### config.mk
export PLATFORM = sky130hd
export DESIGN_NAME = lrt_recent_list
export DESIGN_NICKNAME = d
export VERILOG_FILES = /design/src/hdl/lrt_pkg.sv /design/src/hdl/lrt_recent_list.sv
export SDC_FILE = /design/constraint.sdc
export NUM_CORES = 1
export LEC_CHECK = 0
export BUFFER_PORTS_ARGS = -buffer_cell sky130_fd_sc_hd__buf_2
export CAP_MARGIN = 20
export CORE_ASPECT_RATIO = 0.7
export CORE_MARGIN = 2
export CORE_UTILIZATION = 45
export DETAILED_ROUTE_END_ITERATION = 8
export PLACE_DENSITY = 0.64
export SLEW_MARGIN = 20
export SYNTH_ARGS = -nofsm -noshare
export SYNTH_HDL_FRONTEND = slang
export SYNTH_SLANG_ARGS = --single-unit
### constraint.sdc
create_clock -name clk -period 4.08 [get_ports clk]
set_input_delay 0.408 -clock clk [delete_from_list [all_inputs] [get_ports clk]]
set_output_delay 0.408 -clock clk [all_outputs]
set_load 0.02 [all_outputs]
### src/hdl/lrt_pkg.sv
`default_nettype none
// ----------------------------------------------------------------------------
// lrt_pkg
// Shared types and constants of the lap record tables block.
// ----------------------------------------------------------------------------
package lrt_pkg;

    localparam int LIST_DEPTH_DEF = 8;
    localparam int DRIVERS_DEF    = 16;

    localparam logic CMD_RECORD = 1'b0;
    localparam logic CMD_READ   = 1'b1;

    localparam logic [1:0] TBL_BEST   = 2'd0;
    localparam logic [1:0] TBL_RECENT = 2'd1;
    localparam logic [1:0] TBL_DRIVER = 2'd2;

    typedef struct packed {
        logic [31:0] lap_ms;
        logic [31:0] penalty_ms;
        logic [3:0]  driver;
        logic [7:0]  cone;
        logic [7:0]  off;
    } lap_entry_t;

    typedef struct packed {
        logic [31:0] best_ms;
        logic [31:0] penalty_sum;
        logic [15:0] cone_sum;
        logic [15:0] off_sum;
        logic [15:0] laps;
    } drv_entry_t;

endpackage
`default_nettype wire

### src/hdl/lrt_recent_list.sv
`default_nettype none
// ----------------------------------------------------------------------------
// lrt_recent_list
// Most-recent-first list: each recorded lap enters at the front and the
// oldest entry falls off the end.
// ----------------------------------------------------------------------------
module lrt_recent_list
    import lrt_pkg::*;
#(
    parameter int LIST_DEPTH = LIST_DEPTH_DEF
)
(
    input  wire logic       clk,
    input  wire logic       rst_n,
    input  wire logic       wr_en,
    input  wire lap_entry_t wr_entry,
    input  wire logic [3:0] rd_idx,
    output lap_entry_t      rd_entry
);

    localparam int IDX_W = (LIST_DEPTH > 1) ? $clog2(LIST_DEPTH) : 1;

    lap_entry_t  slot_reg [LIST_DEPTH];
    logic [31:0] idx_wide;

    always_ff @(posedge clk or negedge rst_n)
    begin
        if (!rst_n)
        begin
            for (int i = 0; i < LIST_DEPTH; i++)
            begin
                slot_reg[i] <= '0;
            end
        end
        else if (wr_en)
        begin
            slot_reg[0] <= wr_entry;
            for (int i = 1; i < LIST_DEPTH; i++)
            begin
                slot_reg[i] <= slot_reg[i-1];
            end
        end
    end

    assign idx_wide = 32'(rd_idx);
    assign rd_entry = (idx_wide < LIST_DEPTH) ? slot_reg[idx_wide[IDX_W-1:0]] : '0;

endmodule
`default_nettype wire

# == Yosys cells after proc, flatten, opt, wreduce, memory -nomap -nowiden ==
# Index checks and enable logic that the tools add are counted.
# totals
ff_bits,672
inputBits,91
out_inout_bits,84
elab_cells,47
# op_classes
magnitude_cmp,2
mux,4
bitwise_logic,1
# ops
op,count
binary-select mux 84 bit (select 3 bit),1
2-to-1 mux 84 bit,3
>= comparator 4 bit (second input constant),1
< comparator 4 bit (second input constant),1
NOT 3 -> 4 bit,1

# == Logic depth before layout (Yosys ltp) ==
# depth
word_depth,5
ltp_mapped,6

# == Least setup slack after synthesis ==
# Ideal clock, no wire load.
# synth_path
path_kind,input to output
startpoint,input rd_idx[1]
endpoint,output rd_entry[64] in the netlist's numbering
arrival_time_ps,1569
setup_slack_ps,2103
path_stages,6
cell_sequence,buf_6 -> buf_6 -> buf_6 -> mux4_2 -> mux2i_1 -> nor2_1
# synth_lines
item,line,source
"start, declared",lrt_recent_list.sv:17,"input wire logic [3:0] rd_idx,"
"end, declared",lrt_recent_list.sv:18,output lap_entry_t rd_entry

==> impl_metrics.prom <==
# TYPE chip_impl_metric gauge
chip_impl_metric{name="cp_peak_stage_delay",unit="ns"} 0.54
chip_impl_metric{name="initial_core_util",unit=""} 0.454
chip_impl_metric{name="die_h",unit="um"} 220
chip_impl_info{name="crit_type",value="in2out"} 1
chip_impl_metric{name="maximum_number_of_pins_on_one_net_before_global_route_repair",unit=""} 114
chip_impl_metric{name="avgSynthCellArea",unit="sq um"} 16.6
chip_impl_metric{name="skew",unit="ns"} 0.00993
chip_impl_info{name="timing.critical_path.from",value="rd_idx[1]"} 1
chip_impl_info{name="min_from",value="wr_entry[5]"} 1
chip_impl_metric{name="coreArea",unit="sq mm"} 0.0662
chip_impl_info{name="cts_tree",value="built"} 1
chip_impl_metric{name="hold_viol",unit=""} 0
chip_impl_metric{name="timing.final.crit_period",unit="ns"} 2.79
chip_impl_metric{name="row_count",unit=""} 79
chip_impl_metric{name="routed-via-count",unit=""} 15939
chip_impl_metric{name="route.detailed.wl_per_inst",unit="um"} 19.3
chip_impl_metric{name="synth.lib_cells_used.distinct",unit=""} 8
chip_impl_metric{name="drv_slew",unit=""} 0
chip_impl_metric{name="grt_first_pass_wirelength",unit="um"} 93800
chip_impl_info{name="worst_path_max_delay_cell",value="sky130_fd_sc_hd__mux4_2"} 1
chip_impl_info{name="worstReg2RegStart",value="slot_reg[589]"} 1
chip_impl_metric{name="final_antenna_net_count",unit=""} 0
chip_impl_info{name="synth.largest_area_cell",value="sky130_fd_sc_hd__dfrtp_1"} 1
chip_impl_metric{name="fill_cell_count",unit=""} 5429
chip_impl_metric{name="vias_per_cell",unit=""} 5.41
chip_impl_metric{name="gr-total-overflow",unit=""} 0
chip_impl_metric{name="clk_transition_reported_paths",unit="ns"} 0.06
chip_impl_metric{name="arrival",unit="ns"} 2.38
chip_impl_metric{name="hold-path-cell-count",unit=""} 2
chip_impl_metric{name="area.sequential",unit="sq mm"} 0.0168
chip_impl_metric{name="htree_levels",unit=""} 3
chip_impl_metric{name="syn-num-nets",unit=""} 1903
chip_impl_metric{name="ff2ff_path_depth",unit=""} 1
chip_impl_metric{name="final_number_of_setup_violating_endpoints",unit=""} 0
chip_impl_metric{name="dp_hpwl",unit="um"} 34100
chip_impl_metric{name="die_w",unit="um"} 313
chip_impl_metric{name="antenna_found_initial",unit=""} 1
chip_impl_metric{name="multi_input_gate_area",unit="sq mm"} 0.0125
chip_impl_metric{name="cp_num_buf_inv",unit=""} 3
chip_impl_metric{name="die-area",unit="sq mm"} 0.0689
chip_impl_metric{name="setup-tns-final",unit="ns"} 0
chip_impl_metric{name="io-pin-count",unit=""} 175
chip_impl_metric{name="synth-seq-area-share",unit=""} 0.560
chip_impl_metric{name="cts.repair_timing.setup_buffer_count",unit=""} 0
chip_impl_info{name="critical_path_cell_by_cell",value="buf_8 -> buf_4 -> mux4_2 -> mux2i_1 -> nor2_1 -> buf_2"} 1
chip_impl_metric{name="headroom_to_the_max_slew_limit",unit=""} 0.349
chip_impl_metric{name="areaGrowthSynthToFinish",unit="%"} 15.1
chip_impl_metric{name="ys.warnings.count",unit=""} 0
chip_impl_info{name="status",value="finished clean"} 1
chip_impl_metric{name="synth_cells",unit=""} 1812
chip_impl_metric{name="detailedRoute.firstPassIterationCount",unit=""} 4
chip_impl_metric{name="via_count_of_the_first_global_routing_pass",unit=""} 17024
chip_impl_metric{name="gp_congestion",unit=""} 0.747
chip_impl_metric{name="total_power",unit="mW"} 20.1
chip_impl_metric{name="layout_cell_share_with_drive_strength_beyond_1",unit=""} 0.563
chip_impl_metric{name="cts_hold_repair.buffers",unit=""} 40
chip_impl_metric{name="cts_buffers",unit=""} 70
chip_impl_metric{name="drc_errors",unit=""} 0
chip_impl_metric{name="totalWireLength",unit="um"} 56800
chip_impl_metric{name="groute.usage.overall",unit=""} 0.168
chip_impl_metric{name="flip_flop_count_of_the_largest_register_after_layout",unit=""} 672
chip_impl_metric{name="clock_sinks",unit=""} 672
chip_impl_metric{name="worstPathMaxFanout",unit=""} 51
chip_impl_metric{name="power_density",unit="mW/mm^2"} 581
chip_impl_metric{name="vdd_drop_max",unit="mV"} 0.389
chip_impl_info{name="hp-class",value="in2reg"} 1
chip_impl_metric{name="levels_on_crit_path",unit=""} 6
chip_impl_metric{name="finalHoldWorstSlack",unit="ns"} 0.0504
chip_impl_info{name="synth.area.top_cells",value="sky130_fd_sc_hd__dfrtp_1 56%, sky130_fd_sc_hd__mux2_2 25%, sky130_fd_sc_hd__mux4_2 13%"} 1
chip_impl_info{name="rsz0062_at_grt",value="no"} 1
chip_impl_metric{name="syn-cell-area",unit="sq mm"} 0.0301
chip_impl_metric{name="clock_tree.buffer_depth",unit=""} 3
chip_impl_metric{name="nets",unit=""} 2094
chip_impl_info{name="worstSetupEndpointType",value="primary output"} 1
chip_impl_metric{name="insertion_delay",unit="ns"} 0.59
chip_impl_metric{name="max_slew.worst_pin.slew",unit="ns"} 0.976
chip_impl_info{name="clock_tree.root_cell",value="sky130_fd_sc_hd__clkbuf_16"} 1
chip_impl_metric{name="p_leak",unit="nW"} 14.7
chip_impl_metric{name="numPortBuffers",unit=""} 174
chip_impl_metric{name="fmaxAchievable",unit="GHz"} 0.359
chip_impl_metric{name="drt_first_iter_violations",unit=""} 828
chip_impl_metric{name="data_required_time_at_the_worst_endpoint",unit="ns"} 3.67
chip_impl_info{name="setup.worst_path.start_class",value="input port"} 1
chip_impl_metric{name="timing.final.crit_share",unit=""} 0.683
chip_impl_metric{name="postSynthRegisterBits",unit=""} 672
chip_impl_metric{name="post_cts_resized",unit=""} 0
chip_impl_info{name="critical-path-top-delay-family",value="buffers and inverters"} 1
chip_impl_metric{name="maxCapViolCount",unit=""} 0
chip_impl_metric{name="synth_largest_type_area_fraction",unit=""} 0.560
-- placed cells by master, fill, tap and decap left out --
master | synthesis | routed
sky130_fd_sc_hd__diode_2 | 0 | 1
sky130_fd_sc_hd__bufinv_16 | 0 | 6
sky130_fd_sc_hd__clkbuf_1 | 19 | 18
sky130_fd_sc_hd__mux4_2 | 168 | 168
sky130_fd_sc_hd__inv_6 | 0 | 5
sky130_fd_sc_hd__clkinv_2 | 0 | 7
sky130_fd_sc_hd__clkbuf_8 | 0 | 12
sky130_fd_sc_hd__clkinv_4 | 0 | 1
sky130_fd_sc_hd__buf_12 | 0 | 18
sky130_fd_sc_hd__mux2_2 | 672 | 672
sky130_fd_sc_hd__buf_4 | 0 | 20
sky130_fd_sc_hd__buf_2 | 98 | 168
sky130_fd_sc_hd__mux2i_1 | 84 | 84
sky130_fd_sc_hd__buf_8 | 0 | 3
sky130_fd_sc_hd__nor2_1 | 84 | 84
sky130_fd_sc_hd__buf_6 | 15 | 2
sky130_fd_sc_hd__dlygate4sd3_1 | 0 | 40
sky130_fd_sc_hd__clkbuf_16 | 0 | 73
sky130_fd_sc_hd__dfrtp_1 | 672 | 672
sky130_fd_sc_hd__clkinvlp_4 | 0 | 2
-- synthesized netlist by cell type --
cell                       instances
sky130_fd_sc_hd__clkbuf_1         19
sky130_fd_sc_hd__nor2_1           84
sky130_fd_sc_hd__mux2_2          672
sky130_fd_sc_hd__buf_6            15
sky130_fd_sc_hd__mux2i_1          84
sky130_fd_sc_hd__dfrtp_1         672
sky130_fd_sc_hd__buf_2            98
sky130_fd_sc_hd__mux4_2          168
-- power by group --
part           internal (mW)  switching (mW)  total [mW]  leakage (nW)
Sequential              8.46            1.23        9.70          7.94
Clock                   3.89            2.64        6.53          1.15
Combinational           2.46            1.42        3.89          5.64
-- cell type report --
cell class / count / area share
sequential: 672 / 0.486
timing repair buffer: 251 / 0.0526
tap: 891 / 0.0322
multi-input combinational: 1008 / 0.361
clock buffer: 103 / 0.0595
clock inverter: 21 / 0.00817
antenna: 1 / 0.0000723
-- cells by family (layout without fill, tap and decap cells) --
| logic type | Yosys count | count (layout) | synth area share |
|---|---|---|---|
| muxes | 924 | 924 | 0.406 |
| DFF | 672 | 672 | 0.560 |
| other | 0 | 1 | 0 |
| and+or+nand+nor | 84 | 84 | 0.0105 |
| buffers and inverters | 132 | 375 | 0.0243 |
-- routing by layer --
metal / up-vias / GRT usage / share of wire
met5: - / 0 / 0
met4: 0 / 0.0480 / 0.020
li1: 7147 / - / -
met3: 82 / 0.0359 / 0.037
met2: 205 / 0.263 / 0.47
met1: 8505 / 0.240 / 0.48
-- per-stage QoR --
stage / util / area [sq um] / setup slack (ns) / std cells
6_report: 0.522 / 34600 / 1.29 / 2947
5_1_grt: 0.522 / 34600 / 1.11 / 2947
4_1_cts: 0.522 / 34600 / 1.22 / 2946
3_5_place_dp: 0.481 / 31900 / 1.24 / 2782
3_3_place_gp: 0.481 / 31900 / 1.24 / 2782
2_1_floorplan: - / 30100 / 2.10 / 1812
-- final timing paths --
check | to | slack, ns
max in group asynchronous | slot_reg[67] | 2.39
min in group asynchronous | slot_reg[291] | 0.50
setup reg to reg | slot_reg[505] | 3.27
hold / removal | slot_reg[593] | 0.05
hold reg to reg | slot_reg[73] | 0.50
setup / recovery | rd_entry[2] | 1.29
(Power assumes the default switching activity.)
