<file path="src/hdl/lrt_pkg.sv">
`default_nettype none
// ----------------------------------------------------------------------------
// lrt_pkg
// Shared types and constants of the lap record tables block.
// ----------------------------------------------------------------------------
package lrt_pkg;

    localparam int LIST_DEPTH_DEF = 8;
    localparam int DRIVERS_DEF    = 16;

    localparam logic CMD_RECORD = 1'b0;
    localparam logic CMD_READ   = 1'b1;

    localparam logic [1:0] TBL_BEST   = 2'd0;
    localparam logic [1:0] TBL_RECENT = 2'd1;
    localparam logic [1:0] TBL_DRIVER = 2'd2;

    typedef struct packed {
        logic [31:0] lap_ms;
        logic [31:0] penalty_ms;
        logic [3:0]  driver;
        logic [7:0]  cone;
        logic [7:0]  off;
    } lap_entry_t;

    typedef struct packed {
        logic [31:0] best_ms;
        logic [31:0] penalty_sum;
        logic [15:0] cone_sum;
        logic [15:0] off_sum;
        logic [15:0] laps;
    } drv_entry_t;

endpackage
`default_nettype wire

</file>
<file path="src/hdl/lrt_driver_tbl.sv">
`default_nettype none
// ----------------------------------------------------------------------------
// lrt_driver_tbl
// Per-driver statistics: best time, saturating penalty sum, saturating
// infringement sums and lap count. One address serves both read and update.
// ----------------------------------------------------------------------------
module lrt_driver_tbl
    import lrt_pkg::*;
#(
    parameter int DRIVERS = DRIVERS_DEF
)
(
    input  wire logic       clk,
    input  wire logic       rst_n,
    input  wire logic       upd_en,
    input  wire logic [3:0] addr,
    input  wire lap_entry_t lap,
    output drv_entry_t      rd_entry
);

    localparam int DRV_W = (DRIVERS > 1) ? $clog2(DRIVERS) : 1;

    drv_entry_t      tbl_reg [DRIVERS];
    drv_entry_t      upd_next;
    logic [31:0]     addr_wide;
    logic [DRV_W-1:0] addr_sel;
    logic            addr_ok;
    logic [32:0]     pen_add;
    logic [16:0]     cone_add;
    logic [16:0]     off_add;

    assign addr_wide = 32'(addr);
    assign addr_sel  = addr_wide[DRV_W-1:0];
    assign addr_ok   = addr_wide < DRIVERS;
    assign rd_entry  = addr_ok ? tbl_reg[addr_sel] : '0;

    assign pen_add  = {1'b0, rd_entry.penalty_sum} + {1'b0, lap.penalty_ms};
    assign cone_add = {1'b0, rd_entry.cone_sum} + {9'd0, lap.cone};
    assign off_add  = {1'b0, rd_entry.off_sum} + {9'd0, lap.off};

    always_comb
    begin
        upd_next = rd_entry;
        if (rd_entry.best_ms == 32'd0 || lap.lap_ms < rd_entry.best_ms)
        begin
            upd_next.best_ms = lap.lap_ms;
        end
        upd_next.penalty_sum = pen_add[32] ? '1 : pen_add[31:0];
        upd_next.cone_sum    = cone_add[16] ? '1 : cone_add[15:0];
        upd_next.off_sum     = off_add[16] ? '1 : off_add[15:0];
        if (rd_entry.laps != 16'hFFFF)
        begin
            upd_next.laps = rd_entry.laps + 16'd1;
        end
    end

    always_ff @(posedge clk or negedge rst_n)
    begin
        if (!rst_n)
        begin
            for (int i = 0; i < DRIVERS; i++)
            begin
                tbl_reg[i] <= '0;
            end
        end
        else if (upd_en && addr_ok)
        begin
            tbl_reg[addr_sel] <= upd_next;
        end
    end

endmodule
`default_nettype wire

</file>
<file path="config.mk">
export PLATFORM = sky130hd
export DESIGN_NAME = lrt_driver_tbl
export DESIGN_NICKNAME = d
export VERILOG_FILES = /design/src/hdl/lrt_pkg.sv /design/src/hdl/lrt_driver_tbl.sv
export SDC_FILE = /design/constraint.sdc
export NUM_CORES = 2
export LEC_CHECK = 0
export ABC_AREA = 1
export BUFFER_PORTS_ARGS = -buffer_cell sky130_fd_sc_hd__buf_4
export CORE_UTILIZATION = 44
export CTS_BUF_LIST = sky130_fd_sc_hd__clkbuf_4 sky130_fd_sc_hd__clkbuf_8 sky130_fd_sc_hd__clkbuf_16
export DETAILED_ROUTE_END_ITERATION = 8
export MAX_ROUTING_LAYER = met4
export PLACE_DENSITY = 0.65
export SLEW_MARGIN = 30
export SYNTH_ARGS = -nofsm -noshare
export SYNTH_HDL_FRONTEND = slang
export SYNTH_SLANG_ARGS = --single-unit
</file>
<file path="constraint.sdc">
create_clock -name clk -period 4.02 [get_ports clk]
set_clock_uncertainty 0.05 [all_clocks]
set_input_delay 0.402 -clock clk [delete_from_list [all_inputs] [get_ports clk]]
set_output_delay 0.402 -clock clk [all_outputs]
set_load 0.01 [all_outputs]
</file>
### Yosys cells after proc, flatten, opt, wreduce, memory -nomap -nowiden

Cells that the tools add are included.

| word-level totals | value |
|---|---|
| bits in registers | 1792 |
| bits of input ports | 91 |
| output and inout bits | 112 |
| logic and storage cells | 106 |

| cells by class | value |
|---|---|
| $add $sub $neg | 4 |
| magnitude comparators | 4 |
| equality and inequality tests | 1 |
| mux-type cells | 12 |
| bitwise logic cells | 1 |
| reductions and logical operators | 4 |

Operators with widths:

| operator | number |
|---|---|
| 1792-bit bitwise mux | 1 |
| 112-bit binary-select mux with 4-bit select | 1 |
| 112-bit demux with 4-bit select | 1 |
| 112-bit two-way mux | 4 |
| 32-bit two-way mux | 2 |
| 16-bit two-way mux | 3 |
| 16-bit by 8-bit adder with 17-bit output | 2 |
| 32-bit by 32-bit adder with 33-bit output | 1 |
| 32-bit logical NOT | 1 |
| 32-bit < comparator | 1 |
| 16-bit by 1-bit adder with 16-bit output (second input constant) | 1 |
| 16-bit != test (second input constant) | 1 |
| 5-bit >= comparator (second input constant) | 1 |
| 4-bit by 5-bit < comparator with 1-bit output (second input constant) | 1 |
| 5-bit by 1-bit < comparator with 1-bit output (second input constant) | 1 |
| 4-bit inverter with 5-bit output | 1 |
| 1-bit logical AND | 2 |
| 1-bit logical OR | 1 |

### Logic depth before layout (Yosys ltp)

| logic depth | value |
|---|---|
| word-level depth | 9 |
| mapped depth | 28 |
| depth with buffers taken out | 23 |

### Worst setup path before layout

No wires, ideal clock.

| timing path | value |
|---|---|
| path type | input to register |
| start | input addr[1] |
| end | register tbl_reg[1756] (netlist bit) |
| library setup time | 0.133 ns |
| data arrival time | 5.056 ns |
| data required time | 3.837 ns |
| setup slack | -1.218 ns |
| stages | 28 |
| path buffers | 9 |
| path through | buf_6 -> nor2_4 -> inv_2 -> buf_2 -> buf_1 -> clkbuf_1 -> clkbuf_1 -> clkbuf_1 -> o22ai_1 -> o21ai_0 -> nand4_1 -> ha_1 -> fa_1 -> nand2_1 -> o21ai_1 -> a21oi_1 -> o21ai_1 -> a21oi_1 -> inv_1 -> nand3_1 -> nand2_1 -> buf_2 -> inv_1 -> clkbuf_1 -> nand3_1 -> clkbuf_1 -> nand2_1 -> o21ai_0 |

RTL lines:

| item | line | text |
|---|---|---|
| from (decl) | lrt_driver_tbl.sv:16 | `input wire logic [3:0] addr,` |
| to (signal, indexed assignment) | lrt_driver_tbl.sv:68 | `tbl_reg[addr_sel] <= upd_next;` |
| to (decl) | lrt_driver_tbl.sv:23 | `drv_entry_t tbl_reg [DRIVERS];` |

### Worst setup path after layout

| timing path | value |
|---|---|
| start | input addr[1] |
| end | register tbl_reg[1643] (netlist bit) |

| between the ends | value |
|---|---|
| word-level cells in the longest chain between the ends | 8 |
| elaborated cells between the ends (all ways) | 15 |
| those cells by class | add/sub: 1; order compare: 3; mux: 8; bitwise: 1; reduce/logical: 2 |

Ends and longest elaborated chain:

| item | line | text |
|---|---|---|
| 4-bit inverter with 5-bit output (implied by the code) | lrt_driver_tbl.sv:35, lrt_driver_tbl.sv:68 |  |
| 112-bit binary-select mux with 4-bit select | lrt_driver_tbl.sv:35 | `assign rd_entry = addr_ok ? tbl_reg[addr_sel] : '0;` |
| 112-bit two-way mux (implied by the code) (2 in series) | lrt_driver_tbl.sv:35 |  |
| 112-bit two-way mux | lrt_driver_tbl.sv:35 |  |
| 32-bit by 32-bit adder with 33-bit output | lrt_driver_tbl.sv:37 | `assign pen_add = {1'b0, rd_entry.penalty_sum} + {1'b0, lap.penalty_ms};` |
| 32-bit two-way mux | lrt_driver_tbl.sv:48 | `upd_next.penalty_sum = pen_add[32] ? '1 : pen_add[31:0];` |
| 1792-bit bitwise mux | lrt_driver_tbl.sv:68 |  |

Several ways; a longest one is shown, not always the timed one. The select of a mux whose other input is x is not followed.
A chain may end at the register's enable or synchronous reset.

==> flow_summary.json <==
{
  "grt_use_met2": 0.492,
  "maxSlewViolCount": 0,
  "first_pass_iters": 9,
  "p_int_w": 0.0428,
  "gp_congestion": 0.923,
  "relSlewSlack": 0.311,
  "gr-total-overflow": 0,
  "switching_share": 0.341,
  "vias_per_cell": 5.69,
  "fin_nets": 11000,
  "start_kind": "primary input",
  "crit_top_cell": "buf_4",
  "worst_ep_arrival_time_ns": 4.44,
  "die_area_mm2": 0.194,
  "p_leak_nw": 49.6,
  "netlist_area_mm2": 0.0847,
  "status": "finished, final reports clean",
  "met1_usage": 0.403,
  "initial_core_util": 0.444,
  "required_ns": 4.66,
  "fmax_mhz": 263,
  "num_io_pins": 203,
  "final.min_clock_period_ns": 3.80,
  "dp.cells": 13100,
  "synth_warnings": 0,
  "cts_tree": "yes",
  "chipHeight_um": 441,
  "drt_first_iter_violations": 9797,
  "grt_usage": 0.312,
  "grt-busiest-layer": "met2",
  "critPathKind": "primary input to flop",
  "ys_seq_area_frac": 0.529,
  "p_comb_frac": 0.315,
  "routed_wl_um": 295000,
  "critPathMaxFanout": 25,
  "worstHoldPathType": "primary input to flop",
  "core_mm2": 0.191,
  "final_cell_mix": "nand2_1 (2958), dfrtp_1 (1792), o21ai_0 (1452)",
  "io_buffer_count": 198,
  "drtAntennaViolNets": 0,
  "grt_use_met3": 0.0451,
  "drc_errors": 0,
  "dpl_cell_area_mm2": 0.0948,
  "synth_edf_count": 0,
  "clk_path_buf_depth": 3,
  "end_kind": "flop",
  "max_stage_delay_ns": 0.30,
  "antenna_found_initial": 1,
  "num_rows": 160,
  "synth_ff_type": "dfrtp_1",
  "path_cells": "buf_4 > nor2_8 > inv_8 > buf_4 > buf_4 > o22ai_1 > o21ai_0 > nand4_1 > buf_4 > ha_1 > buf_4 > a21oi_1 > o21ai_0 > buf_4 > a221oi_1 > a21oi_1 > nand3b_1 > buf_4 > nand2_1 > o21ai_0",
  "grt_max_degree": 170,
  "ys_seq_elements": 1792,
  "stdcell_count": 13400,
  "clockPowerShare": 0.276,
  "syn_nets": 10500,
  "synth.avg_cell_area_um2": 8.18,
  "hpwl_um": 170000,
  "grt_pass1_wl_um": 455000,
  "largest_register_ffs": 1792,
  "post_drt_wl_per_cell_um": 21.9,
  "hold_viol_final": 0,
  "ir_worst_vdd_v": 0.000413,
  "crit_slowest_cell": "ha_1",
  "whs_ns": 0.0547,
  "seqPwrFrac": 0.409,
  "pre_cts_slack_ns": -0.614,
  "synth.distinct_cells": 54,
  "cap_violations": 0,
  "tightest_slew_ns": 1.03,
  "async_reset_ff_frac": 1.00,
  "insertion_delay_ns": 0.86,
  "synthCells": 10400,
  "regArea_mm2": 0.0448,
  "htreeDepth": 4,
  "finalSetupViolations": 0,
  "clk_pin_slew_ns": 0.06,
  "numClockSinks": 1792,
  "layout_setup_ws_ns": 0.221,
  "grt_pass1_vias": 75300,
  "vias": 76400,
  "setup_tns_ns": 0,
  "die_x_um": 441,
  "pwr_density_cell_mw_per_mm2": 641,
  "design_area_mm2": 0.101,
  "cts_root_buffer": "clkbuf_16",
  "fillCellCount": 17300,
  "multiInputGateArea_mm2": 0.0323,
  "drive_above_1_share": 0.139,
  "power_switching_w": 0.0221,
  "cts_made_buffers": 186,
  "period_share": 0.945,
  "final_common_cell": "nand2_1",
  "synthToLayoutAreaGrowth_pct": 19.7
}
==> worst max-delay path, delay by kind of cell <==
family	cells	cell delay, ns
AOI/OAI and AO/OA	7	1.27
adders and majority gates	1	0.30
buffers and inverters	8	1.79
and+or+nand+nor	4	0.61
==> logic make-up after synthesis <==
logic type	share of synthesized area
and+or+nand+nor	0.191
xor gates and xnor gates	0.00319
DFF	0.529
AOI/OAI and AO/OA	0.170
adders and majority gates	0.0125
buffers and inverters	0.0947
==> layer usage <==
| layer | vias up | share of wire |
|---|---|---|
| met5 | - | 0 |
| met4 | 0 | 0.045 |
| met1 | 37400 | 0.41 |
| met2 | 3543 | 0.47 |
| met3 | 791 | 0.082 |
| li1 | 34700 | - |
==> final timing paths <==
path                                from       endpoint  slack (ns)  cells after the start
max                              addr[1]  tbl_reg[1643]        0.22                     20
min                              lap[56]  tbl_reg[1652]        0.05                      6
max reg2reg                tbl_reg[1024]   tbl_reg[353]        0.26                     21
min reg2reg                 tbl_reg[195]   tbl_reg[195]        0.43                      2
max in group asynchronous          rst_n  tbl_reg[1095]        2.35                      3
min in group asynchronous          rst_n  tbl_reg[1193]        0.19                      2
==> synthesized netlist by cell type (2+ instances only) <==
cell type,number,area share
nand3_2,33,0.0039
nand4_1,108,0.0080
nor3_1,11,0.00065
ha_1,80,0.012
nor2_4,2,0.00027
a21o_1,4,0.00035
o21ai_1,62,0.0037
o21a_1,5,0.00044
a22oi_1,359,0.032
clkbuf_1,474,0.021
buf_2,140,0.0083
or2_1,6,0.00044
xnor2_1,14,0.0014
o21ai_0,1459,0.086
nand2_4,13,0.0017
a2111oi_0,2,0.00021
inv_2,31,0.0014
o21bai_1,6,0.00053
inv_1,1212,0.054
nand3b_1,3,0.00027
a31oi_1,18,0.0013
nand3_1,573,0.034
xor2_1,15,0.0016
nand2_1,2972,0.13
nand4_2,2,0.00030
nor4_1,4,0.00030
nand2_2,22,0.0016
a221oi_1,3,0.00031
a211oi_1,3,0.00027
fa_1,3,0.00071
or4_1,3,0.00027
o21ai_2,3,0.00031
nor2_1,123,0.0054
o22ai_1,528,0.039
buf_6,7,0.00093
nor2_2,6,0.00044
buf_1,96,0.0043
buf_4,55,0.0049
dfrtp_1,1792,0.53
or2_2,14,0.0010
a21oi_1,84,0.0050
==> through the flow <==
step | util | power (W)
floorplan | - | 0.0385
global placement | 0.496 | 0.0461
detailed placement | 0.497 | 0.0469
CTS | 0.531 | 0.0649
global route | 0.532 | 0.0687
finish | 0.532 | 0.0650
==> cell type report <==
| type | count | share of cell area |
|---|---|---|
| flip-flops and latches | 1792 | 0.442 |
| multi-input cells | 6553 | 0.319 |
| repair buffers | 999 | 0.0988 |
| clock buffers | 285 | 0.0574 |
| inverters | 1244 | 0.0466 |
| well taps | 2511 | 0.0310 |
| clock inverters | 44 | 0.00560 |
| diodes | 2 | 0.0000493 |
==> power by group through the flow <==
stage	Clock (W)	Combinational (W)	Sequential, W
CTS	0.0181	0.0203	0.0265
floorplan	0	0.0124	0.0261
detailed placement	0	0.0201	0.0267
finish	0.0179	0.0205	0.0266
global placement	0	0.0196	0.0265
global route	0.0188	0.0227	0.0271
==> repair_timing <==
action                                  4_1_cts  5_1_grt
hold endpoints to repair                    246        0
gates resized for setup                       0        4
setup buffers                                 0        3
endpoints found under the setup margin        0      261
hold buffers                                 15        0
Note: power is estimated with default switching activity, not from simulation.
