<file path="config.mk">
export PLATFORM = sky130hd
export DESIGN_NAME = lrt_best_list
export DESIGN_NICKNAME = d
export VERILOG_FILES = /design/src/hdl/lrt_pkg.sv /design/src/hdl/lrt_best_list.sv
export SDC_FILE = /design/constraint.sdc
export NUM_CORES = 2
export LEC_CHECK = 0
export ABC_AREA = 1
export BUFFER_PORTS_ARGS = -buffer_cell sky130_fd_sc_hd__buf_4
export CAP_MARGIN = 20
export CORE_MARGIN = 4
export CORE_UTILIZATION = 30
export CTS_BUF_LIST = sky130_fd_sc_hd__clkbuf_8
export DETAILED_ROUTE_END_ITERATION = 8
export SLEW_MARGIN = 0
export SYNTH_ARGS = -nofsm -noshare
export SYNTH_HDL_FRONTEND = slang
export SYNTH_SLANG_ARGS = --single-unit
</file>
<file path="constraint.sdc">
create_clock -name clk -period 3.5 [get_ports clk]
set_input_delay 0 -clock clk [delete_from_list [all_inputs] [get_ports clk]]
set_output_delay 0 -clock clk [all_outputs]
set_load 0.02 [all_outputs]
</file>
<file path="src/hdl/lrt_pkg.sv">
`default_nettype none
// ----------------------------------------------------------------------------
// lrt_pkg
// Shared types and constants of the lap record tables block.
// ----------------------------------------------------------------------------
package lrt_pkg;

    localparam int LIST_DEPTH_DEF = 8;
    localparam int DRIVERS_DEF    = 16;

    localparam logic CMD_RECORD = 1'b0;
    localparam logic CMD_READ   = 1'b1;

    localparam logic [1:0] TBL_BEST   = 2'd0;
    localparam logic [1:0] TBL_RECENT = 2'd1;
    localparam logic [1:0] TBL_DRIVER = 2'd2;

    typedef struct packed {
        logic [31:0] lap_ms;
        logic [31:0] penalty_ms;
        logic [3:0]  driver;
        logic [7:0]  cone;
        logic [7:0]  off;
    } lap_entry_t;

    typedef struct packed {
        logic [31:0] best_ms;
        logic [31:0] penalty_sum;
        logic [15:0] cone_sum;
        logic [15:0] off_sum;
        logic [15:0] laps;
    } drv_entry_t;

endpackage
`default_nettype wire

</file>
<file path="src/hdl/lrt_best_list.sv">
`default_nettype none
// ----------------------------------------------------------------------------
// lrt_best_list
// Ascending best-times list; a zero time marks an empty slot. Insertion
// compares against every slot at once and shifts the tail down by one.
// ----------------------------------------------------------------------------
module lrt_best_list
    import lrt_pkg::*;
#(
    parameter int LIST_DEPTH = LIST_DEPTH_DEF
)
(
    input  wire logic       clk,
    input  wire logic       rst_n,
    input  wire logic       wr_en,
    input  wire lap_entry_t wr_entry,
    input  wire logic [3:0] rd_idx,
    output lap_entry_t      rd_entry,
    output logic [3:0]      rank
);

    localparam int IDX_W  = (LIST_DEPTH > 1) ? $clog2(LIST_DEPTH) : 1;
    localparam int RANK_W = $clog2(LIST_DEPTH + 1);

    lap_entry_t            slot_reg  [LIST_DEPTH];
    lap_entry_t            slot_next [LIST_DEPTH];
    logic [LIST_DEPTH-1:0] hit;
    logic [LIST_DEPTH-1:0] take;
    logic [LIST_DEPTH-1:0] shift;
    logic [RANK_W-1:0]     rank_enc;
    logic [31:0]           rank_wide;
    logic [31:0]           idx_wide;

    always_comb
    begin
        logic found;
        found = 1'b0;
        for (int i = 0; i < LIST_DEPTH; i++)
        begin
            hit[i]   = (slot_reg[i].lap_ms == 32'd0) || (wr_entry.lap_ms < slot_reg[i].lap_ms);
            shift[i] = found;
            take[i]  = hit[i] && !found;
            found    = found || hit[i];
        end
    end

    always_comb
    begin
        rank_enc = RANK_W'(LIST_DEPTH);
        for (int i = LIST_DEPTH - 1; i >= 0; i--)
        begin
            if (take[i])
            begin
                rank_enc = RANK_W'(i);
            end
        end
    end

    assign rank_wide = 32'(rank_enc);
    assign rank      = rank_wide[3:0];

    always_comb
    begin
        for (int i = 0; i < LIST_DEPTH; i++)
        begin
            if (take[i])
            begin
                slot_next[i] = wr_entry;
            end
            else if (shift[i] && i > 0)
            begin
                slot_next[i] = slot_reg[(i > 0) ? i - 1 : 0];
            end
            else
            begin
                slot_next[i] = slot_reg[i];
            end
        end
    end

    always_ff @(posedge clk or negedge rst_n)
    begin
        if (!rst_n)
        begin
            for (int i = 0; i < LIST_DEPTH; i++)
            begin
                slot_reg[i] <= '0;
            end
        end
        else if (wr_en)
        begin
            for (int i = 0; i < LIST_DEPTH; i++)
            begin
                slot_reg[i] <= slot_next[i];
            end
        end
    end

    assign idx_wide = 32'(rd_idx);
    assign rd_entry = (idx_wide < LIST_DEPTH) ? slot_reg[idx_wide[IDX_W-1:0]] : '0;

endmodule
`default_nettype wire

</file>
After elaboration in Yosys (flattened, before gate mapping):

Index checks and enable logic that the tools add are counted.

* add/subtract/negate cells: 0
* multipliers: 0
* divide/modulo/power cells: 0
* magnitude comparators: 10
* equal/unequal tests: 0
* shift operators: 0
* mux-type cells: 26
* bitwise logic cells: 1
* reduce and logical (&&, ||, !) cells: 51

Operators with widths (number)
* 2-to-1 mux 84 bit: 17
* zero test 32 bit: 8
* < comparator 32 bit: 8
* binary-select mux 84 bit (select 3 bit): 1
* 2-to-1 mux 4 bit: 8
* AND reduction 2 bit: 8
* logical OR 1 bit: 14
* nonzero test 2 bit: 7
* logical AND 1 bit: 7
* zero test 1 bit: 7
* greater-or-equal comparator 4 bit (second input constant): 1
* < comparator 4 bit (second input constant): 1
* inverter 3 -> 4 bit: 1

* bits in registers: 672
* latch bits: 0
* RAM bits: 0
* bits in read-only memories: 0
* input bits: 91
* logic and storage cells: 128
* memories kept: 0

Depth between registers and ports, before layout:

* word-level depth: 18
* mapped depth: 24
* mapped depth without buffers: 21

Least setup slack after synthesis:

Ideal clock, no wire load.

* path kind: flip-flop to flip-flop
* from: register slot_reg[503] in the netlist's numbering
* to: register slot_reg[22] in the netlist's numbering
* data arrival time: 2.436 ns
* slack: 0.946 ns
* cell stages (with the launch flop): 17
* period minus slack after synthesis: 2.554 ns
* path through: dfrtp_1 -> inv_1 -> ha_1 -> nand2_1 -> nor4_1 -> and3_1 -> nand2_1 -> a21oi_2 -> nand3_1 -> nor2_1 -> nand3_1 -> nand2_2 -> nand2_2 -> buf_2 -> buf_2 -> nand3_1 -> nand2_1

* word-level cells in the longest chain between the ends: 11

Ends and longest elaborated chain
* from (decl): RTL line lrt_best_list.sv:25 `lap_entry_t slot_reg [LIST_DEPTH];`
* from (signal, indexed assignment): RTL line lrt_best_list.sv:94 `slot_reg[i] <= slot_next[i];`
* < comparator 32 bit or zero test 32 bit (tied branches): RTL line lrt_best_list.sv:40 `hit[i] = (slot_reg[i].lap_ms == 32'd0) || (wr_entry.lap_ms < slot_reg[i].lap_ms);`
* logical OR 1 bit *: RTL line lrt_best_list.sv:40
* logical OR 1 bit * (5 in a row): RTL line lrt_best_list.sv:43 `found = found || hit[i];`
* zero test 1 bit: RTL line lrt_best_list.sv:42 `take[i] = hit[i] && !found;`
* logical AND 1 bit: RTL line lrt_best_list.sv:42
* nonzero test 2 bit (no line)
* AND reduction 2 bit (no line)

Every way passes the cells marked *; elsewhere a longest branch is shown, timed or not.
A chain may end at the register's enable or synchronous reset.

Worst setup path after layout:

* from: register slot_reg[391] in the netlist's numbering
* to: output port rank[2]

* word-level cells in the longest chain between the ends: 16

Ends and longest elaborated chain
* < comparator 32 bit or zero test 32 bit (tied branches): RTL line lrt_best_list.sv:40
* logical OR 1 bit *: RTL line lrt_best_list.sv:40
* logical OR 1 bit (4 in a row): RTL line lrt_best_list.sv:43
* zero test 1 bit: RTL line lrt_best_list.sv:42
* logical AND 1 bit: RTL line lrt_best_list.sv:42
* 2-to-1 mux 4 bit (4 in a row): RTL line lrt_best_list.sv:52 `if (take[i])`
* 2-to-1 mux 4 bit * (4 in a row): RTL line lrt_best_list.sv:52
* to (decl): RTL line lrt_best_list.sv:19 `output logic [3:0] rank`

Marked as above.

==> results.sh <==
export IMPL_status="finished with violations"
export IMPL_violations="negative setup slack"
export IMPL_multi_input_area_mm2=0.0223
export IMPL_grt_pass1_vias=42600
export IMPL_synth_flop_cell="dfrtp_1"
export IMPL_wl_per_cell_um=21.7
export IMPL_worstHoldPathCells=4
export IMPL_grt_usage_pct=22.5
export IMPL_synthTopCellsByArea="dfrtp_1 (39%), o21ai_0 (11%), nand2_1 (9.6%), a21oi_1 (7.3%), ha_1 (7.2%)"
export IMPL_die_w_um=386
export IMPL_crit_arrival_ns=3.59
export IMPL_muxShareOfSynthArea_pct=0
export IMPL_routabilityCongestion=0.904
export IMPL_gr_total_overflow=0
export IMPL_avgSynthCellArea_um2=7.24
export IMPL_rsz0062_at_grt="yes"
export IMPL_syn_num_nets=6266
export IMPL_crit_family="simple AND/OR/NAND/NOR gates"
export IMPL_io_pins=179
export IMPL_min_period_ns=3.59
export IMPL_post_drt_via_cell_ratio=5.55
export IMPL_synth_top_family_by_area="compound AO/OA/AOI/OAI gates"
export IMPL_pre_cts_ws_ns=-0.0279
export IMPL_synth_xor_area_share_pct=0
export IMPL_initial_core_util_pct=30.3
export IMPL_worst_slew_pin_slew_ns=1.05
export IMPL_dp_hpwl_um=107000
export IMPL_cts_buffers_inserted=119
export IMPL_r2r_setup_slack_ns=0.02
export IMPL_p_leak_nw=24.7
export IMPL_cp_max_fo=16
export IMPL_yosysTopAreaCell="dfrtp_1"
export IMPL_cts_root_buf="clkbuf_8"
export IMPL_synthTopCellsByCount="nand2_1 (1102), o21ai_0 (904), dfrtp_1 (672)"
export IMPL_fmax_mhz=279
export IMPL_yosys_area_share_simple_pct=19.6
export IMPL_largest_reg_flops=672
export IMPL_grt_pass1_wl_um=263000
export IMPL_drive_gt1_share_pct=11.1
export IMPL_setup_violations=4
export IMPL_skew_ns=0.0393
export IMPL_ir_drop_mv=0.630
export IMPL_hold_path_class="input port to flop"
export IMPL_synth_top_area_share_pct=39.2
export IMPL_final_area_mm2=0.0516
export IMPL_clk_pin_slew_ns=0.07
export IMPL_rows=138
export IMPL_synth_edff_count=0
export IMPL_hold_violations=0
export IMPL_die_y_um=386
export IMPL_fin_cells=8080
export IMPL_min_delay_start="wr_entry[44]"
export IMPL_end_kind="primary output"
export IMPL_required_ns=3.50
export IMPL_ys_ff_latch=672
export IMPL_synth_compound_area_share_pct=24.0
export IMPL_place_inst=7694
export IMPL_path_buf_inv=2
export IMPL_drt_pass1_iterations=6
export IMPL_cts_tree="yes"
export IMPL_grt_use_met2_pct=36.1
export IMPL_dieArea_mm2=0.149
export IMPL_io_buffers=178
export IMPL_use_met3_pct=3.96
export IMPL_grt_antenna_before_repair=8
export IMPL_relSlewSlack_pct=29.8
export IMPL_slew_viol_final=0
export IMPL_layout_nets=6423
export IMPL_r2r_start="slot_reg[497]"
export IMPL_core_region_area_mm2=0.142
export IMPL_rr_endpoint="slot_reg[254]"
export IMPL_synth_adder_area_share_pct=7.23
export IMPL_fill_cells=14700
export IMPL_critPathKind="flop to primary output"
export IMPL_regArea_mm2=0.0168
export IMPL_clk_latency_ns=0.81
export IMPL_ff2ff_path_depth=17
export IMPL_synth_cell_types=40
export IMPL_p_per_area_mw_per_mm2=825
export IMPL_area_growth_syn_to_layout_pct=20.2
export IMPL_met1_usage_pct=30.4
export IMPL_cp_cell_sequence="nor4_1, nand4_1, nor2_1, a21oi_4, nand4_4, nor2_4, nand2_4, buf_12, nand4_1, buf_6"
export IMPL_fin_crit_sh_pct=102
export IMPL_num_vias=44800
export IMPL_syn_area_mm2=0.0429
export IMPL_htreeDepth=3
export IMPL_crit_path_start_kind="flop"
export IMPL_synth_most_common_cell="nand2_1"
export IMPL_drc=0
export IMPL_fin_ws_ns=-0.0853
export IMPL_grt_max_degree=158
export IMPL_seq_area_frac_synth_pct=39.2
export IMPL_crit_path_frequent_cell="nand4_1"
export IMPL_totalPowerFinal_mw=42.6
export IMPL_first_iter_violations=4834
export IMPL_cp_slowest_cell="nor4_1"
export IMPL_cts_path_max_buffers=3
export IMPL_placed_area_mm2=0.0469
export IMPL_ys_warnings_count=0
export IMPL_hold_end="slot_reg[296]"
export IMPL_slowest_delay_ns=0.65
export IMPL_wl_um=175000
export IMPL_drtAntennaViolNets=0
export IMPL_syn_inst=5927
export IMPL_clock_sinks=672
export IMPL_post_route_util_pct=36.4
export IMPL_async_reset_ff_share_pct=100
export IMPL_drv_cap=0
export IMPL_top_usage_layer="met2"
## layout make-up
cell class	count	share of cell area, %
sequential	672	32.6
timing repair buffer	481	9.73
clock inverter	64	0.888
inverter	657	4.83
multi-input combinational	4153	43.2
tap	1890	4.58
clock buffer	153	4.08
antenna	10	0.0485
## worst max path at each step
stage                              from            to  slack [ns]  depth (start not counted)
after floorplan           slot_reg[503]  slot_reg[22]        0.95                         16
after global placement    slot_reg[419]  slot_reg[56]        0.08                         16
after detailed placement  slot_reg[419]  slot_reg[62]       -0.03                         17
after CTS                 slot_reg[497]       rank[1]       -0.07                         14
after global routing      slot_reg[586]       rank[1]       -0.24                         17
final                     slot_reg[391]       rank[2]       -0.09                         10
## logic make-up after synthesis
kind of cell / count (synthesis)
AOI/OAI and AO/OA: 1946
adders and majority gates: 248
buffers and inverters: 1102
DFF: 672
and+or+nand+nor: 1959
## metal layers
| layer | share of wire, % | wire length [um] |
|---|---|---|
| met1 | 42 | 74000 |
| met2 | 45 | 79000 |
| met3 | 8.6 | 15100 |
| met4 | 3.9 | 6910 |
| met5 | 0 | 0 |
## stage by stage
step	setup TNS [ns]	hold WS, ns
finish	-0.211	0.0653
global route	-1.05	0.0545
CTS	-0.141	0.0225
detailed placement	-0.356	0.150
global placement	0	0.155
floorplan	0	-0.296
## cell usage in the layout (no fill, tap or decap), types with 6 or more instances in the layout
cell type         n
buf_6             8
dfrtp_1         670
a21oi_1         623
bufinv_16         6
a31oi_1          85
buf_12           61
nor2_4            7
o21a_1            7
dlygate4sd3_1    87
clkinv_2         22
inv_1           663
buf_16            7
o211ai_1         58
nand2_4          11
nand3_1         390
nand2_2          16
o21ai_0         901
nor3_1           13
diode_2          10
buf_4           305
ha_4             11
o21ai_1          53
o22ai_1         200
nor4_1           42
nand4_1         135
bufbuf_16         7
clkbuf_8        154
ha_1            237
nor2_1          242
inv_2            18
nand2_1        1076
## worst register-to-register path: stages (launching register included)
cell and delay, ns:
dfrtp_1 0.36, inv_2 0.06, ha_4 0.26, nand2_2 0.05, nor4_2 0.26, buf_4 0.18
and3_4 0.20, nand2_4 0.05, a21oi_4 0.24, buf_4 0.17, nand2_2 0.06, inv_2 0.09
nand3_4 0.09, buf_4 0.19, bufbuf_16 0.31, o21ai_0 0.14, o21ai_0 0.09, dlygate4sd3_1 0.57
## where the power goes
part / internal [mW] / switching [mW] / total (mW)
Sequential: 11.4 / 2.19 / 13.6
Combinational: 7.28 / 13.6 / 20.9
Clock: 4.36 / 3.71 / 8.07
## repair_timing
item	in CTS	in global routing
endpoints found under the setup margin	119	138
pin swaps	26	18
setup buffers	40	20
endpoints found under the hold margin	1248	0
gates resized for setup	61	35
hold buffers	88	0
gates cloned	7	5
No activity file was read; power rests on OpenSTA's default activity.
